$ cat src/hw/rtl/svpwm_pkg.sv
// Shared types and constants of the servo pulse width monitor.
package svpwm_pkg;

	// Field widths of the stream items.
	localparam int unsigned TIME_W    = 16;
	localparam int unsigned COUNT_W   = 8;
	localparam int unsigned IN_DATA_W = 16;
	localparam int unsigned OUT_DATA_W = 24;

	// Bit positions inside the result tdata.
	localparam int unsigned OUT_OK_BIT  = 16;
	localparam int unsigned OUT_ACC_BIT = 17;

	// Configuration port.
	localparam int unsigned CFG_IDX_W  = 2;
	localparam int unsigned CFG_DATA_W = 16;

	typedef logic [CFG_IDX_W-1:0] cfg_idx_t;

	localparam cfg_idx_t REG_WIDTH_MIN     = 2'd0;
	localparam cfg_idx_t REG_WIDTH_MAX     = 2'd1;
	localparam cfg_idx_t REG_INVALID_LIMIT = 2'd2;

	// Register reset values.
	localparam logic [TIME_W-1:0]  WIDTH_MIN_RST     = 16'd1000;
	localparam logic [TIME_W-1:0]  WIDTH_MAX_RST     = 16'd2000;
	localparam logic [COUNT_W-1:0] INVALID_LIMIT_RST = 8'd10;

	// Penalty added to the invalid count when a pulse goes missing.
	localparam logic [COUNT_W-1:0] OVERFLOW_PENALTY = 8'd3;
	localparam logic [COUNT_W-1:0] COUNT_MAX        = 8'd255;

	// Input event kinds carried in tuser.
	localparam logic MODE_EDGE     = 1'b0;
	localparam logic MODE_OVERFLOW = 1'b1;

endpackage

$ cat src/hw/rtl/servo_pulse_width_monitor.sv
// Servo pulse width monitor: edge timestamps in, width average and signal status out.
// The result of each transaction is registered in the output register.
// Throughput: one transaction per cycle while the output register is empty or m_tready is high;
// the ring entry to be replaced is prefetched from the synchronous ring memory.
// Reset: asynchronous, active low; clears control state, ring valid bits and the
// fill value, so every ring entry reads as zero until written. No clearing pass.
module servo_pulse_width_monitor #(
	parameter int unsigned AVG_DEPTH_LOG2 = 3
) (
	input  logic                                clk,
	input  logic                                arst_n,
	// Configuration write port.
	input  logic                                cfg_we,
	input  logic [svpwm_pkg::CFG_IDX_W-1:0]     cfg_index,
	input  logic [svpwm_pkg::CFG_DATA_W-1:0]    cfg_data,
	// Event stream.
	input  logic                                s_tvalid,
	output logic                                s_tready,
	input  logic [svpwm_pkg::IN_DATA_W-1:0]     s_tdata,  // [15:0] capture_time
	input  logic                                s_tuser,  // [0] mode
	// Result stream.
	output logic                                m_tvalid,
	input  logic                                m_tready,
	// [15:0] average_width, [16] signal_ok, [17] width_accepted, [23:18] zero
	output logic [svpwm_pkg::OUT_DATA_W-1:0]    m_tdata
);

	localparam int unsigned DEPTH = 1 << AVG_DEPTH_LOG2;
	localparam int unsigned SUM_W = svpwm_pkg::TIME_W + AVG_DEPTH_LOG2;
	localparam logic [AVG_DEPTH_LOG2-1:0] PTR_ONE = AVG_DEPTH_LOG2'(1);

	typedef logic [svpwm_pkg::TIME_W-1:0]  time_t;
	typedef logic [svpwm_pkg::COUNT_W-1:0] count_t;
	typedef logic [AVG_DEPTH_LOG2-1:0]     ptr_t;
	typedef logic [SUM_W-1:0]              sum_t;

	// Configuration registers.
	time_t  width_min_q;
	time_t  width_max_q;
	count_t invalid_limit_q;

	// Scalar state.
	ptr_t   ptr_q;
	sum_t   sum_q;
	time_t  rise_q;
	logic   expect_fall_q;
	logic   ovf_pending_q;
	count_t bad_count_q;
	logic   error_q;
	time_t  fill_q;
	logic [DEPTH-1:0] ring_valid_q;

	// Ring memory and its registered read port.
	time_t ring_mem [DEPTH];
	time_t ring_rd_q;

	// Output register.
	logic                              out_valid_q;
	logic [svpwm_pkg::OUT_DATA_W-1:0]  out_data_q;

	// Next-state signals.
	logic   in_fire;
	ptr_t   ptr_d;
	sum_t   sum_d;
	time_t  rise_d;
	logic   expect_fall_d;
	logic   ovf_pending_d;
	count_t bad_count_d;
	logic   error_d;
	time_t  fill_d;
	logic   ring_add;
	logic   ring_fill;
	logic   accepted;
	time_t  width;
	time_t  old_entry;
	logic   width_ok;
	logic [svpwm_pkg::COUNT_W:0] penalty_sum;
	count_t bad_inc;
	count_t bad_dec;
	count_t bad_pen;
	time_t  capture_time;

	assign capture_time = s_tdata[svpwm_pkg::TIME_W-1:0];
	assign s_tready     = !out_valid_q || m_tready;
	assign in_fire      = s_tvalid && s_tready;
	assign m_tvalid     = out_valid_q;
	assign m_tdata      = out_data_q;

	// Entry about to be replaced: an entry not written since the last refill reads as the fill value.
	assign old_entry = ring_valid_q[ptr_q] ? ring_rd_q : fill_q;

	// Pulse width by wrapping subtraction and the limit check.
	assign width    = capture_time - rise_q;
	assign width_ok = (width >= width_min_q) && (width <= width_max_q);

	// Saturating count updates.
	assign penalty_sum = {1'b0, bad_count_q} + {1'b0, svpwm_pkg::OVERFLOW_PENALTY};
	assign bad_inc     = (bad_count_q == svpwm_pkg::COUNT_MAX) ? svpwm_pkg::COUNT_MAX
	                                                           : bad_count_q + count_t'(1);
	assign bad_dec     = (bad_count_q == '0) ? '0 : bad_count_q - count_t'(1);
	assign bad_pen     = penalty_sum[svpwm_pkg::COUNT_W] ? svpwm_pkg::COUNT_MAX
	                                                     : penalty_sum[svpwm_pkg::COUNT_W-1:0];

	// Event processing for one accepted transaction.
	always_comb begin
		ptr_d         = ptr_q;
		sum_d         = sum_q;
		rise_d        = rise_q;
		expect_fall_d = expect_fall_q;
		ovf_pending_d = ovf_pending_q;
		bad_count_d   = bad_count_q;
		error_d       = error_q;
		fill_d        = fill_q;
		ring_add      = 1'b0;
		ring_fill     = 1'b0;
		accepted      = 1'b0;
		if (in_fire) begin
			if (s_tuser == svpwm_pkg::MODE_EDGE) begin
				if (!expect_fall_q) begin
					rise_d        = capture_time;
					expect_fall_d = 1'b1;
				end else begin
					expect_fall_d = 1'b0;
					ovf_pending_d = 1'b0;
					if (!width_ok) begin
						if (!error_q) begin
							bad_count_d = bad_inc;
							error_d     = (bad_inc > invalid_limit_q);
						end
					end else begin
						accepted = 1'b1;
						if (error_q) begin
							bad_count_d = bad_dec;
							if (bad_dec == '0) begin
								error_d   = 1'b0;
								ring_fill = 1'b1;
							end
						end else begin
							ring_add = 1'b1;
						end
					end
				end
			end else begin
				if (ovf_pending_q) begin
					expect_fall_d = 1'b0;
					ovf_pending_d = 1'b0;
					rise_d        = '0;
					if (!error_q) begin
						bad_count_d = bad_pen;
						error_d     = (bad_pen >= invalid_limit_q);
					end
				end else begin
					ovf_pending_d = 1'b1;
				end
			end
		end
		// Ring bookkeeping: a refill resets the sum and pointer, an add replaces one entry.
		if (ring_fill) begin
			fill_d = width;
			sum_d  = {width, {AVG_DEPTH_LOG2{1'b0}}};
			ptr_d  = '0;
		end else if (ring_add) begin
			sum_d = sum_q - {{AVG_DEPTH_LOG2{1'b0}}, old_entry}
			              + {{AVG_DEPTH_LOG2{1'b0}}, width};
			ptr_d = ptr_q + PTR_ONE;
		end
	end

	// Configuration registers.
	always_ff @(posedge clk or negedge arst_n) begin
		if (!arst_n) begin
			width_min_q     <= svpwm_pkg::WIDTH_MIN_RST;
			width_max_q     <= svpwm_pkg::WIDTH_MAX_RST;
			invalid_limit_q <= svpwm_pkg::INVALID_LIMIT_RST;
		end else if (cfg_we) begin
			unique case (cfg_index)
				svpwm_pkg::REG_WIDTH_MIN:     width_min_q     <= cfg_data;
				svpwm_pkg::REG_WIDTH_MAX:     width_max_q     <= cfg_data;
				svpwm_pkg::REG_INVALID_LIMIT: invalid_limit_q <= cfg_data[svpwm_pkg::COUNT_W-1:0];
				default: ;
			endcase
		end
	end

	// Scalar state and ring valid bits.
	always_ff @(posedge clk or negedge arst_n) begin
		if (!arst_n) begin
			ptr_q         <= '0;
			sum_q         <= '0;
			rise_q        <= '0;
			expect_fall_q <= 1'b0;
			ovf_pending_q <= 1'b0;
			bad_count_q   <= '0;
			error_q       <= 1'b0;
			fill_q        <= '0;
			ring_valid_q  <= '0;
		end else begin
			ptr_q         <= ptr_d;
			sum_q         <= sum_d;
			rise_q        <= rise_d;
			expect_fall_q <= expect_fall_d;
			ovf_pending_q <= ovf_pending_d;
			bad_count_q   <= bad_count_d;
			error_q       <= error_d;
			fill_q        <= fill_d;
			if (ring_fill) begin
				ring_valid_q <= '0;
			end else if (ring_add) begin
				ring_valid_q[ptr_q] <= 1'b1;
			end
		end
	end

	// Ring memory: write the new width, prefetch the entry the pointer will reach next.
	always_ff @(posedge clk) begin
		if (ring_add) begin
			ring_mem[ptr_q] <= width;
		end
		ring_rd_q <= ring_mem[ptr_d];
	end

	// Output register, emptied when the transaction is taken downstream.
	always_ff @(posedge clk or negedge arst_n) begin
		if (!arst_n) begin
			out_valid_q <= 1'b0;
		end else if (in_fire) begin
			out_valid_q <= 1'b1;
		end else if (m_tready) begin
			out_valid_q <= 1'b0;
		end
	end

	// Result fields packed from the lowest bit up, spare bits zero.
	always_ff @(posedge clk) begin
		if (in_fire) begin
			out_data_q <= {{(svpwm_pkg::OUT_DATA_W-svpwm_pkg::OUT_ACC_BIT-1){1'b0}},
			               accepted, !error_d,
			               error_d ? time_t'('0) : sum_d[SUM_W-1:AVG_DEPTH_LOG2]};
		end
	end

endmodule

$ cat config.mk
export PLATFORM = sky130hd
export DESIGN_NAME = servo_pulse_width_monitor
export DESIGN_NICKNAME = d
export VERILOG_FILES = /design/src/hw/rtl/svpwm_pkg.sv /design/src/hw/rtl/servo_pulse_width_monitor.sv
export SDC_FILE = /design/constraint.sdc
export NUM_CORES = 1
export LEC_CHECK = 0
export BUFFER_PORTS_ARGS = -buffer_cell sky130_fd_sc_hd__buf_2
export CAP_MARGIN = 20
export CORE_UTILIZATION = 28
export CTS_CLUSTER_DIAMETER = 30
export DETAILED_ROUTE_END_ITERATION = 12
export SLEW_MARGIN = 20
export SYNTH_ARGS = -nofsm -noshare
export SYNTH_HDL_FRONTEND = slang
export SYNTH_SLANG_ARGS = --single-unit
$ cat constraint.sdc
create_clock -name clk -period 5.9 [get_ports clk]
set_input_delay 1.18 -clock clk [delete_from_list [all_inputs] [get_ports clk]]
set_output_delay 1.18 -clock clk [all_outputs]
set_load 0.005 [all_outputs]
==> flow_summary.yaml, run 1 <==
final_layout:
  final_nets: 1558
  antenna_cells: 0
  final_util_pct: 37.07
  multi_input_area_um2: 6551
  fillers: 4843
  drive_above_1_share_pct: 25.67
  seq_area_um2: 7575
  areaGrowthSynthToFinish_pct: 29.59
  final_cells: 2133
sta:
  max_freq_mhz: 176.6
  slew_headroom_pct: 37.21
  drv_slew: 0
  post-route-min-period_ps: 5663
  finalHoldViolCount: 0
  fin_ws_ps: 237.2
  finalCritPeriodShare_pct: 95.98
  finalSetupTns_ps: 0
  tightestPinTransition_ps: 940.8
  finalSetupViolCount: 0
  final.setup_skew_ps: 23.12
drt:
  post_drt_wl_per_cell_um: 17.62
  ant_nets: 0
  drc_errors: 0
  num_vias: 10111
  drtIter0Drc: 549
  dr.pass1.iters: 5
  postRouteWirelength_mm: 37.59
  avgViaCountPerCell: 4.740
setup_path:
  start_kind: "primary input"
  cp.arrival_ps: 6060
  crit_family: "compound AO/OA/AOI/OAI gates"
  required_ps: 6300
  critPathKind: "primary input to flip-flop"
  end_kind: "flip-flop"
  crit_fanout: 3
  crit_chain: "buf_2 > inv_1 > ha_1 > inv_1 > fa_1 > a21o_1 > a21oi_2 > nand2b_4 > a211oi_1 > or4_4 > xor2_4 > buf_4 > fa_1 > ha_1 > a21o_1 > a21oi_2 > o2111ai_1 > a41oi_2 > o21ai_0 > xnor2_1 > nor3_1 > nor3_2 > a211oi_1"
  critical_path_buf_inv_count: 4
  cp_slowest_cell: "or4_4"
  slowest_delay_ps: 560
place:
  io_buffers: 59
  dp_slack_ps: -706.1
  routabilityCongestion: 0.8484
  placedCellCount: 2029
  hpwlAfterDp_mm: 26.31
logic_synthesis:
  synthArstFlopShare_pct: 41.30
  ys.flop_type: "edfxtp_1"
  ys_warn_count: 0
  post-synth-top-area-fraction_pct: 30.30
  synth_common_cells: "edfxtp_1, mux2i_1, nand2_1, dfrtp_1, ha_1"
  synthCells: 1218
  yosysTopAreaCell: "edfxtp_1"
  synth.most_common_cell: "edfxtp_1"
  ys_types: 67
  yosysSeqAreaShare_pct: 52.35
  synth_edf_count: 146
  syn-mean-instance-area_um2: 11.88
  syn_area_um2: 14470
  synth_seq_cells: 276
  synthTopCellsByArea: "edfxtp_1, dfrtp_1, mux2i_1, ha_1, mux2_2"
clock_network:
  clk_pin_slew_ps: 50
  cts_sinks: 276
  clock-root-buffer: "clkbuf_16"
  insertion_delay_ps: 580
  clockBufferDepth: 3
  cts_tree: "built"
  htree_levels: 2
  cts_buffers: 54
global_routing:
  grt_pass1_wl_mm: 58.59
  grt_pass1_vias: 10470
  antenna_found_initial: 2
  grt_max_degree: 74
  gr-usage-all-layers_pct: 14.26
  grt_overflow: 0
pwr:
  p_leak_nw: 7.725
  p_total_mw: 12.37
  p_per_area_nw_per_um2: 659.9
  peakVddDrop_mv: 0.3882
worst_hold_path:
  hp-class: "flip-flop to flip-flop"
floorplanning:
  die_h_um: 229.3
  dieArea_um2: 52590
  fp.coreArea_um2: 50580
  start_util_pct: 28.61
  die_w_um: 229.3
  rows: 82
  ios: 66
flow_run:
  drv_cap: 0
run_status:
  outcome: "finished, final reports clean"
-- worst paths after layout --
path | from | end | slack, ps | depth (start not counted)
max | s_tdata[0] | m_tdata[15] | 240 | 23
min in group asynchronous | arst_n | rise_q[3] | 660 | 1
min reg2reg | fill_q[9] | fill_q[9] | 470 | 2
min | fill_q[9] | fill_q[9] | 470 | 2
max in group asynchronous | arst_n | ring_valid_q[3] | 4190 | 2
max reg2reg | rise_q[0] | m_tdata[15] | 660 | 21
-- tightest hold or removal path: stages, from the launching register on --
cell     delay (ps)
dfrtp_1         330
nand2_1          50
nand2_1          50
-- cell usage in the layout, fill, tap and decap left out, types with 37 or more instances in the layout --
cell | synthesis | layout
edfxtp_1 | 146 | 146
dfrtp_1 | 100 | 100
mux2_2 | 42 | 42
buf_4 | 6 | 106
ha_1 | 85 | 85
nor2_1 | 38 | 37
a21oi_1 | 65 | 62
mux2i_1 | 118 | 115
o21ai_0 | 56 | 53
buf_2 | 7 | 58
clkbuf_16 | 0 | 55
inv_1 | 78 | 77
nand2_1 | 111 | 111
-- registers in the layout, summed over array words and instances (netlist names), 3 cells and up --
name and cells:
m_tdata 18, width_max_q 16, ptr_q 3, rise_q 16
sum_q 19, ring_rd_q 16, width_min_q 16, invalid_limit_q 8
fill_q 16, bad_count_q 8, ring_valid_q 8, ring_mem 128
-- final cells by class --
type                       count  area share [%]
clock buffer                  63           7.707
tap                          672           4.484
inverter                      78           1.561
multi-input combinational    819           34.94
timing repair buffer         187           8.221
clock inverter                38           2.689
sequential                   276           40.40
-- stage by stage --
stage               hold slack [ps]  instance area (um^2)
global route                  498.0                 18750
floorplan                     445.2                 14570
detailed placement            461.1                 16660
global placement              456.6                 16660
CTS                           473.6                 18620
finish                        468.1                 18750
-- cells by family (layout without fill, tap and decap cells) --
logic type / Yosys count / after routing / synth area share, %
DFF: 276 / 276 / 52.35
and+or+nand+nor: 266 / 266 / 8.725
AOI/OAI and AO/OA: 242 / 242 / 11.14
muxes: 170 / 170 / 12.21
buffers and inverters: 128 / 366 / 3.848
adders and majority gates: 102 / 102 / 9.703
xor gates and xnor gates: 33 / 33 / 1.998
other: 1 / 6 / 0.02592
-- layer usage --
| layer | GRT usage, % | vias up | share of wire, % |
|---|---|---|---|
| li1 | - | 4835 | - |
| met1 | 18.41 | 4985 | 43 |
| met2 | 24.08 | 228 | 49 |
| met3 | 2.615 | 63 | 5.5 |
| met4 | 4.417 | 0 | 2.4 |
| met5 | 0 | - | 0 |
-- report_power, final --
group | total [mW] | internal, mW | switching [mW]
logic | 6.34 | 2.95 | 3.39
clock network | 3.21 | 2.16 | 1.05
registers | 2.82 | 2.55 | 0.269
-- what timing repair did --
action / 4_1_cts / 5_1_grt
pin swaps: 1 / 5
cloned: 0 / 1
hold buffers: 0 / 0
resized for setup: 0 / 22
setup buffers: 1 / 1
setup endpoints to repair: 14 / 34
Note: power is estimated with default switching activity, not from simulation.
==> run 2: changes to the inputs <==
Settings changed: SETUP_SLACK_MARGIN from default to 0.4.
==> flow_summary.yaml, run 2 (synthesis results as in run 1) <==
run_status:
  outcome: "finished, final reports clean"
final_layout:
  drive_above_1_share_pct: 27.73
  final_common_cell: "edfxtp_1"
  largest_register: "ring_mem"
  seq_area_um2: 7575
  final_cell_mix: "edfxtp_1, mux2i_1, nand2_1, dfrtp_1, buf_4"
  final_util_pct: 37.79
  final_cells: 2129
  final_nets: 1549
  multi_input_area_um2: 6766
  antenna_cells: 0
  fillers: 4858
  postLayoutCellArea_um2: 19110
  largest_reg_flops: 128
  areaGrowthSynthToFinish_pct: 32.10
clock_network:
  insertion_delay_ps: 590
  clock-root-buffer: "clkbuf_16"
  cts_sinks: 276
  cts_tree: "built"
  clk_pin_slew_ps: 50
  htree_levels: 2
  clockBufferDepth: 3
  cts_buffers: 60
global_routing:
  gr-usage-all-layers_pct: 14.20
  grt_pass1_vias: 10315
  grt_pass1_wl_mm: 58.25
  antenna_found_initial: 1
  grt_max_degree: 60
  grt_overflow: 0
sta:
  finalCritPeriodShare_pct: 91.12
  max_freq_mhz: 186.0
  finalHoldViolCount: 0
  tightestPinTransition_ps: 1120
  final.setup_skew_ps: 23.51
  finalSetupViolCount: 0
  slew_headroom_pct: 25.09
  finalSetupTns_ps: 0
  rsz0062_at_grt: "true"
  drv_slew: 0
  post-route-min-period_ps: 5376
drt:
  num_vias: 10089
  postRouteWirelength_mm: 37.86
  dr.max_layer_used: "met4"
  dr_wl_met2_mm: 17.68
  route.met3.wl_mm: 2.082
  dr.pass1.iters: 7
  wl_met1_mm: 17.13
  ant_nets: 0
  drc_errors: 0
  post_drt_wl_per_cell_um: 17.78
  drtIter0Drc: 615
  avgViaCountPerCell: 4.739
pwr:
  p_total_mw: 12.55
  p_leak_nw: 7.836
  p_per_area_nw_per_um2: 656.6
  peakVddDrop_mv: 0.3843
place:
  routabilityCongestion: 0.8630
  hpwlAfterDp_mm: 26.32
  placedCellCount: 2002
  post_dp_cell_area_um2: 16660
  io_buffers: 59
setup_path:
  start_kind: "primary input"
  rr_endpoint: "m_tdata[15]"
  critPathKind: "primary input to flip-flop"
  required_ps: 6360
  ff2ff_path_depth: 17
  end_kind: "flip-flop"
  ff2ff_setup_slack_ps: 780
  reg2reg_from: "ptr_q[2]"
  crit_fanout: 5
  cp.arrival_ps: 5840
floorplanning:
  start_util_pct: 28.61
  die_h_um: 229.3
  ios: 66
  fp.coreArea_um2: 50580
  rows: 82
  die_w_um: 229.3
  dieArea_um2: 52590
worst_hold_path:
  worstHoldStart: "fill_q[14]"
  hp-class: "flip-flop to flip-flop"
  whs_endpoint: "fill_q[14]"
  holdPathStages: 2
flow_run:
  drv_cap: 0
run 2: area by class of cell:
cell class | count | share of cell area, %
timing repair buffer | 172 | 7.869
inverter | 78 | 1.597
tap | 672 | 4.399
multi-input combinational | 819 | 35.40
sequential | 276 | 39.63
clock inverter | 41 | 2.605
clock buffer | 71 | 8.497
run 2: metrics by stage:
stage | hold WS, ps | setup WS [ps]
2_1_floorplan | 445.2 | 251.6
3_3_place_gp | 458.5 | -132.1
3_5_place_dp | 463.3 | -223.0
4_1_cts | 477.8 | 467.2
5_1_grt | 506.3 | 358.8
6_report | 474.5 | 524.1
run 2: worst max-delay path by stage:
stage	depth (start not counted)	endpoint	slack (ps)	startpoint
6_report	24	ring_rd_q[15]	520	s_tdata[0]
5_1_grt	25	ring_rd_q[15]	360	s_tdata[0]
4_1_cts	23	m_tdata[15]	470	s_tdata[0]
3_5_place_dp	23	m_tdata[15]	-220	s_tdata[0]
3_3_place_gp	23	m_tdata[15]	-130	s_tdata[0]
2_1_floorplan	22	ring_rd_q[10]	250	s_tdata[0]
run 2: layer usage:
metal  vias up  global-route usage, %
met5         -                      0
met4         0                  5.063
met3        65                  2.515
met2       229                  22.94
met1      4948                  19.00
li1       4847                      -
run 2: power breakdown:
group | switching (mW) | internal (mW)
Combinational | 3.35 | 2.94
Clock | 1.18 | 2.26
Sequential | 0.273 | 2.55
Total | 4.80 | 7.75
run 2: timing repair:
action | CTS | global route
gates resized for setup | 2 | 23
setup buffers | 0 | 11
endpoints found under the setup margin | 1 | 79
gates cloned | 0 | 4
pin swaps | 0 | 19
hold buffers | 0 | 0
run 2: critical path, stage by stage:
cell and delay (ps):
buf_4 140, inv_12 50, ha_4 130, inv_2 40
fa_2 330, a21o_1 180, a21oi_2 160, nand2b_4 160
a211oi_4 60, or4_4 530, xor2_4 200, ha_4 300
nand4_1 150, or3_1 430, o221a_4 300, o211ai_1 160
buf_4 190, a311oi_4 120, buf_4 190, clkbuf_16 150
buf_4 140, mux2i_1 150, mux2i_1 110, mux2_4 290
==> run 3: changes to the inputs <==
Settings changed: ABC_AREA from default to 1, CAP_MARGIN 20 to 10.
==> flow_summary.yaml, run 3 <==
run_status:
  outcome: "finished, final reports clean"
logic_synthesis:
  synthArstFlopShare_pct: 41.30
  ys_types: 53
  ys.flop_type: "edfxtp_1"
  post-synth-top-area-fraction_pct: 28.74
  synth_common_cells: "nand2_1, inv_1, edfxtp_1, nand3_1, o21ai_0"
  synth_seq_cells: 276
  synthTopCellsByArea: "edfxtp_1, dfrtp_1, nand2_1, inv_1, ha_1"
  ys_warn_count: 0
  synth.most_common_cell: "nand2_1"
  syn_area_um2: 15260
  yosysSeqAreaShare_pct: 49.65
  syn-mean-instance-area_um2: 8.763
  synth_edf_count: 146
  yosysTopAreaCell: "edfxtp_1"
  synthCells: 1741
place:
  io_buffers: 59
  routabilityCongestion: 0.9121
  dp_slack_ps: 324.8
  hpwlAfterDp_mm: 29.50
  placedCellCount: 2484
global_routing:
  gr-usage-all-layers_pct: 15.45
  gr-max-usage-layer: "met2"
  use_met2_pct: 25.53
  use_met3_pct: 3.096
  grt_pass1_vias: 12244
  grt_use_met1_pct: 19.32
  grt_pass1_wl_mm: 67.23
  grt_overflow: 0
  grt_max_degree: 66
  antenna_found_initial: 0
drt:
  ant_nets: 0
  drtIter0Drc: 885
  postRouteWirelength_mm: 42.55
  drc_errors: 0
  dr.pass1.iters: 5
  num_vias: 12323
  post_drt_wl_per_cell_um: 16.39
  avgViaCountPerCell: 4.747
worst_hold_path:
  hp-class: "flip-flop to flip-flop"
setup_path:
  start_kind: "primary input"
  crit_fanout: 11
  ff2ff_path_depth: 19
  cp.arrival_ps: 5390
  required_ps: 6270
  cp-startpoint: "s_tdata[2]"
  crit_end: "m_tdata[15]"
  critPathKind: "primary input to flip-flop"
  ff2ff_setup_slack_ps: 900
  end_kind: "flip-flop"
  reg2reg_from: "ptr_q[0]"
  rr_endpoint: "m_tdata[9]"
final_layout:
  drive_above_1_share_pct: 13.37
  areaGrowthSynthToFinish_pct: 22.10
  final_nets: 1992
  antenna_cells: 0
  final_cells: 2596
  largest_reg_flops: 128
  final_common_cell: "nand2_1"
  final_cell_mix: "nand2_1, inv_1, edfxtp_1, nand3_1, o21ai_0"
  largest_register: "ring_mem"
  fillers: 5476
clock_network:
  cts_sinks: 276
  clock-root-buffer: "clkbuf_16"
  htree_levels: 2
  insertion_delay_ps: 620
  cts_tree: "built"
  clockBufferDepth: 3
  clk_pin_slew_ps: 50
  cts_buffers: 60
sta:
  final.setup_skew_ps: 52.61
  max_freq_mhz: 198.9
  post-route-min-period_ps: 5029
  tightestPinTransition_ps: 1117
  slew_headroom_pct: 25.35
  finalSetupViolCount: 0
  fin_ws_ps: 871.4
  finalCritPeriodShare_pct: 85.23
  drv_slew: 0
  rsz0062_at_grt: "false"
  finalHoldViolCount: 0
  finalSetupTns_ps: 0
floorplanning:
  die_w_um: 235.4
  start_util_pct: 28.35
  die_h_um: 235.4
  rows: 85
  dieArea_um2: 55420
  ios: 66
  fp.coreArea_um2: 53810
flow_run:
  drv_cap: 0
pwr:
  p_leak_nw: 8.792
  p_per_area_nw_per_um2: 471.7
  peakVddDrop_mv: 0.2815
run 3: cell types whose count changed after synthesis, moves of 12 or more:
cell,delta
inv_1,+225
nand3_1,+97
a21o_1,-15
mux2_2,-41
o211ai_1,+20
and2_1,-15
mux2i_1,-111
a22o_1,-18
nand2_1,+281
o21ai_0,+52
nand4_1,+66
nor2_1,+50
nand2b_1,-14
nor2b_1,-12
run 3: worst min-delay path by stage:
stage	cells after the start	slack, ps	from	endpoint
final	2	480	invalid_limit_q[7]	invalid_limit_q[7]
after global routing	2	500	invalid_limit_q[1]	invalid_limit_q[1]
after CTS	2	490	width_min_q[4]	width_min_q[4]
after detailed placement	2	470	width_min_q[4]	width_min_q[4]
after global placement	2	470	width_min_q[2]	width_min_q[2]
after floorplan	2	450	fill_q[12]	fill_q[12]
run 3: cell type report:
type                       instances  area, um^2  area share, %
sequential                       276        7575          40.66
clock buffer                      68        1562          8.383
clock inverter                    44       530.5          2.848
inverter                         310        1164          6.247
tap                              696       870.8          4.675
multi-input combinational       1091        6213          33.36
timing repair buffer             111       713.2          3.829
run 3: metrics by stage:
stage / power [mW] / hold slack [ps] / instance area [um^2] / util (%)
6_report: 8.787 / 483.0 / 18630 / 34.62
5_1_grt: 9.330 / 504.7 / 18630 / 34.62
4_1_cts: 8.830 / 485.5 / 18630 / 34.61
3_5_place_dp: 5.368 / 474.4 / 16530 / 30.72
3_3_place_gp: 5.333 / 469.5 / 16530 / 30.71
2_1_floorplan: 4.377 / 448.4 / 15280 / -
run 3: cells by family (layout without fill, tap and decap cells):
family,Yosys count,after routing,share of synthesized area (%)
AOI/OAI and AO/OA,248,248,9.079
xor gates and xnor gates,27,27,1.550
adders and majority gates,102,102,9.202
buffers and inverters,379,533,10.09
DFF,276,276,49.65
muxes,8,8,0.5331
other,1,6,0.02458
and+or+nand+nor,700,700,19.87
run 3: power breakdown:
part / total, mW / switching [mW] / internal [mW] / leakage [nW]
registers: 2.45 / 0.0994 / 2.35 / 2.85
clock network: 3.41 / 1.09 / 2.32 / 1.01
logic: 2.93 / 1.94 / 0.991 / 4.93
total: 8.79 / 3.12 / 5.66 / 8.79
run 3: what timing repair did:
action / CTS / global route
gates resized for setup: 0 / 2
buffers inserted: 0 / 0
hold buffers: 0 / 0
endpoints found under the setup margin: 0 / 3
run 3: worst max-delay path, stage by stage:
cell and delay, ps:
buf_2 110, ha_1 340, a21oi_1 150, nand2_1 120
a21oi_1 160, o21bai_1 90, xor2_1 370, inv_1 410
fa_1 570, ha_1 360, nand2_1 100, inv_1 40
nand2_1 60, nand2_1 80, a21oi_1 300, o21ai_0 230
nand2_1 100, nand2_1 60, xor2_1 140, a21boi_0 140
o21ai_0 120, nand2_1 100, inv_1 40
run 3: routing by layer:
metal  share of wire, %  vias up
met5                  0        -
met4                4.0        0
met3                5.9      106
met2                 47      353
met1                 43     5887
li1                   -     5977
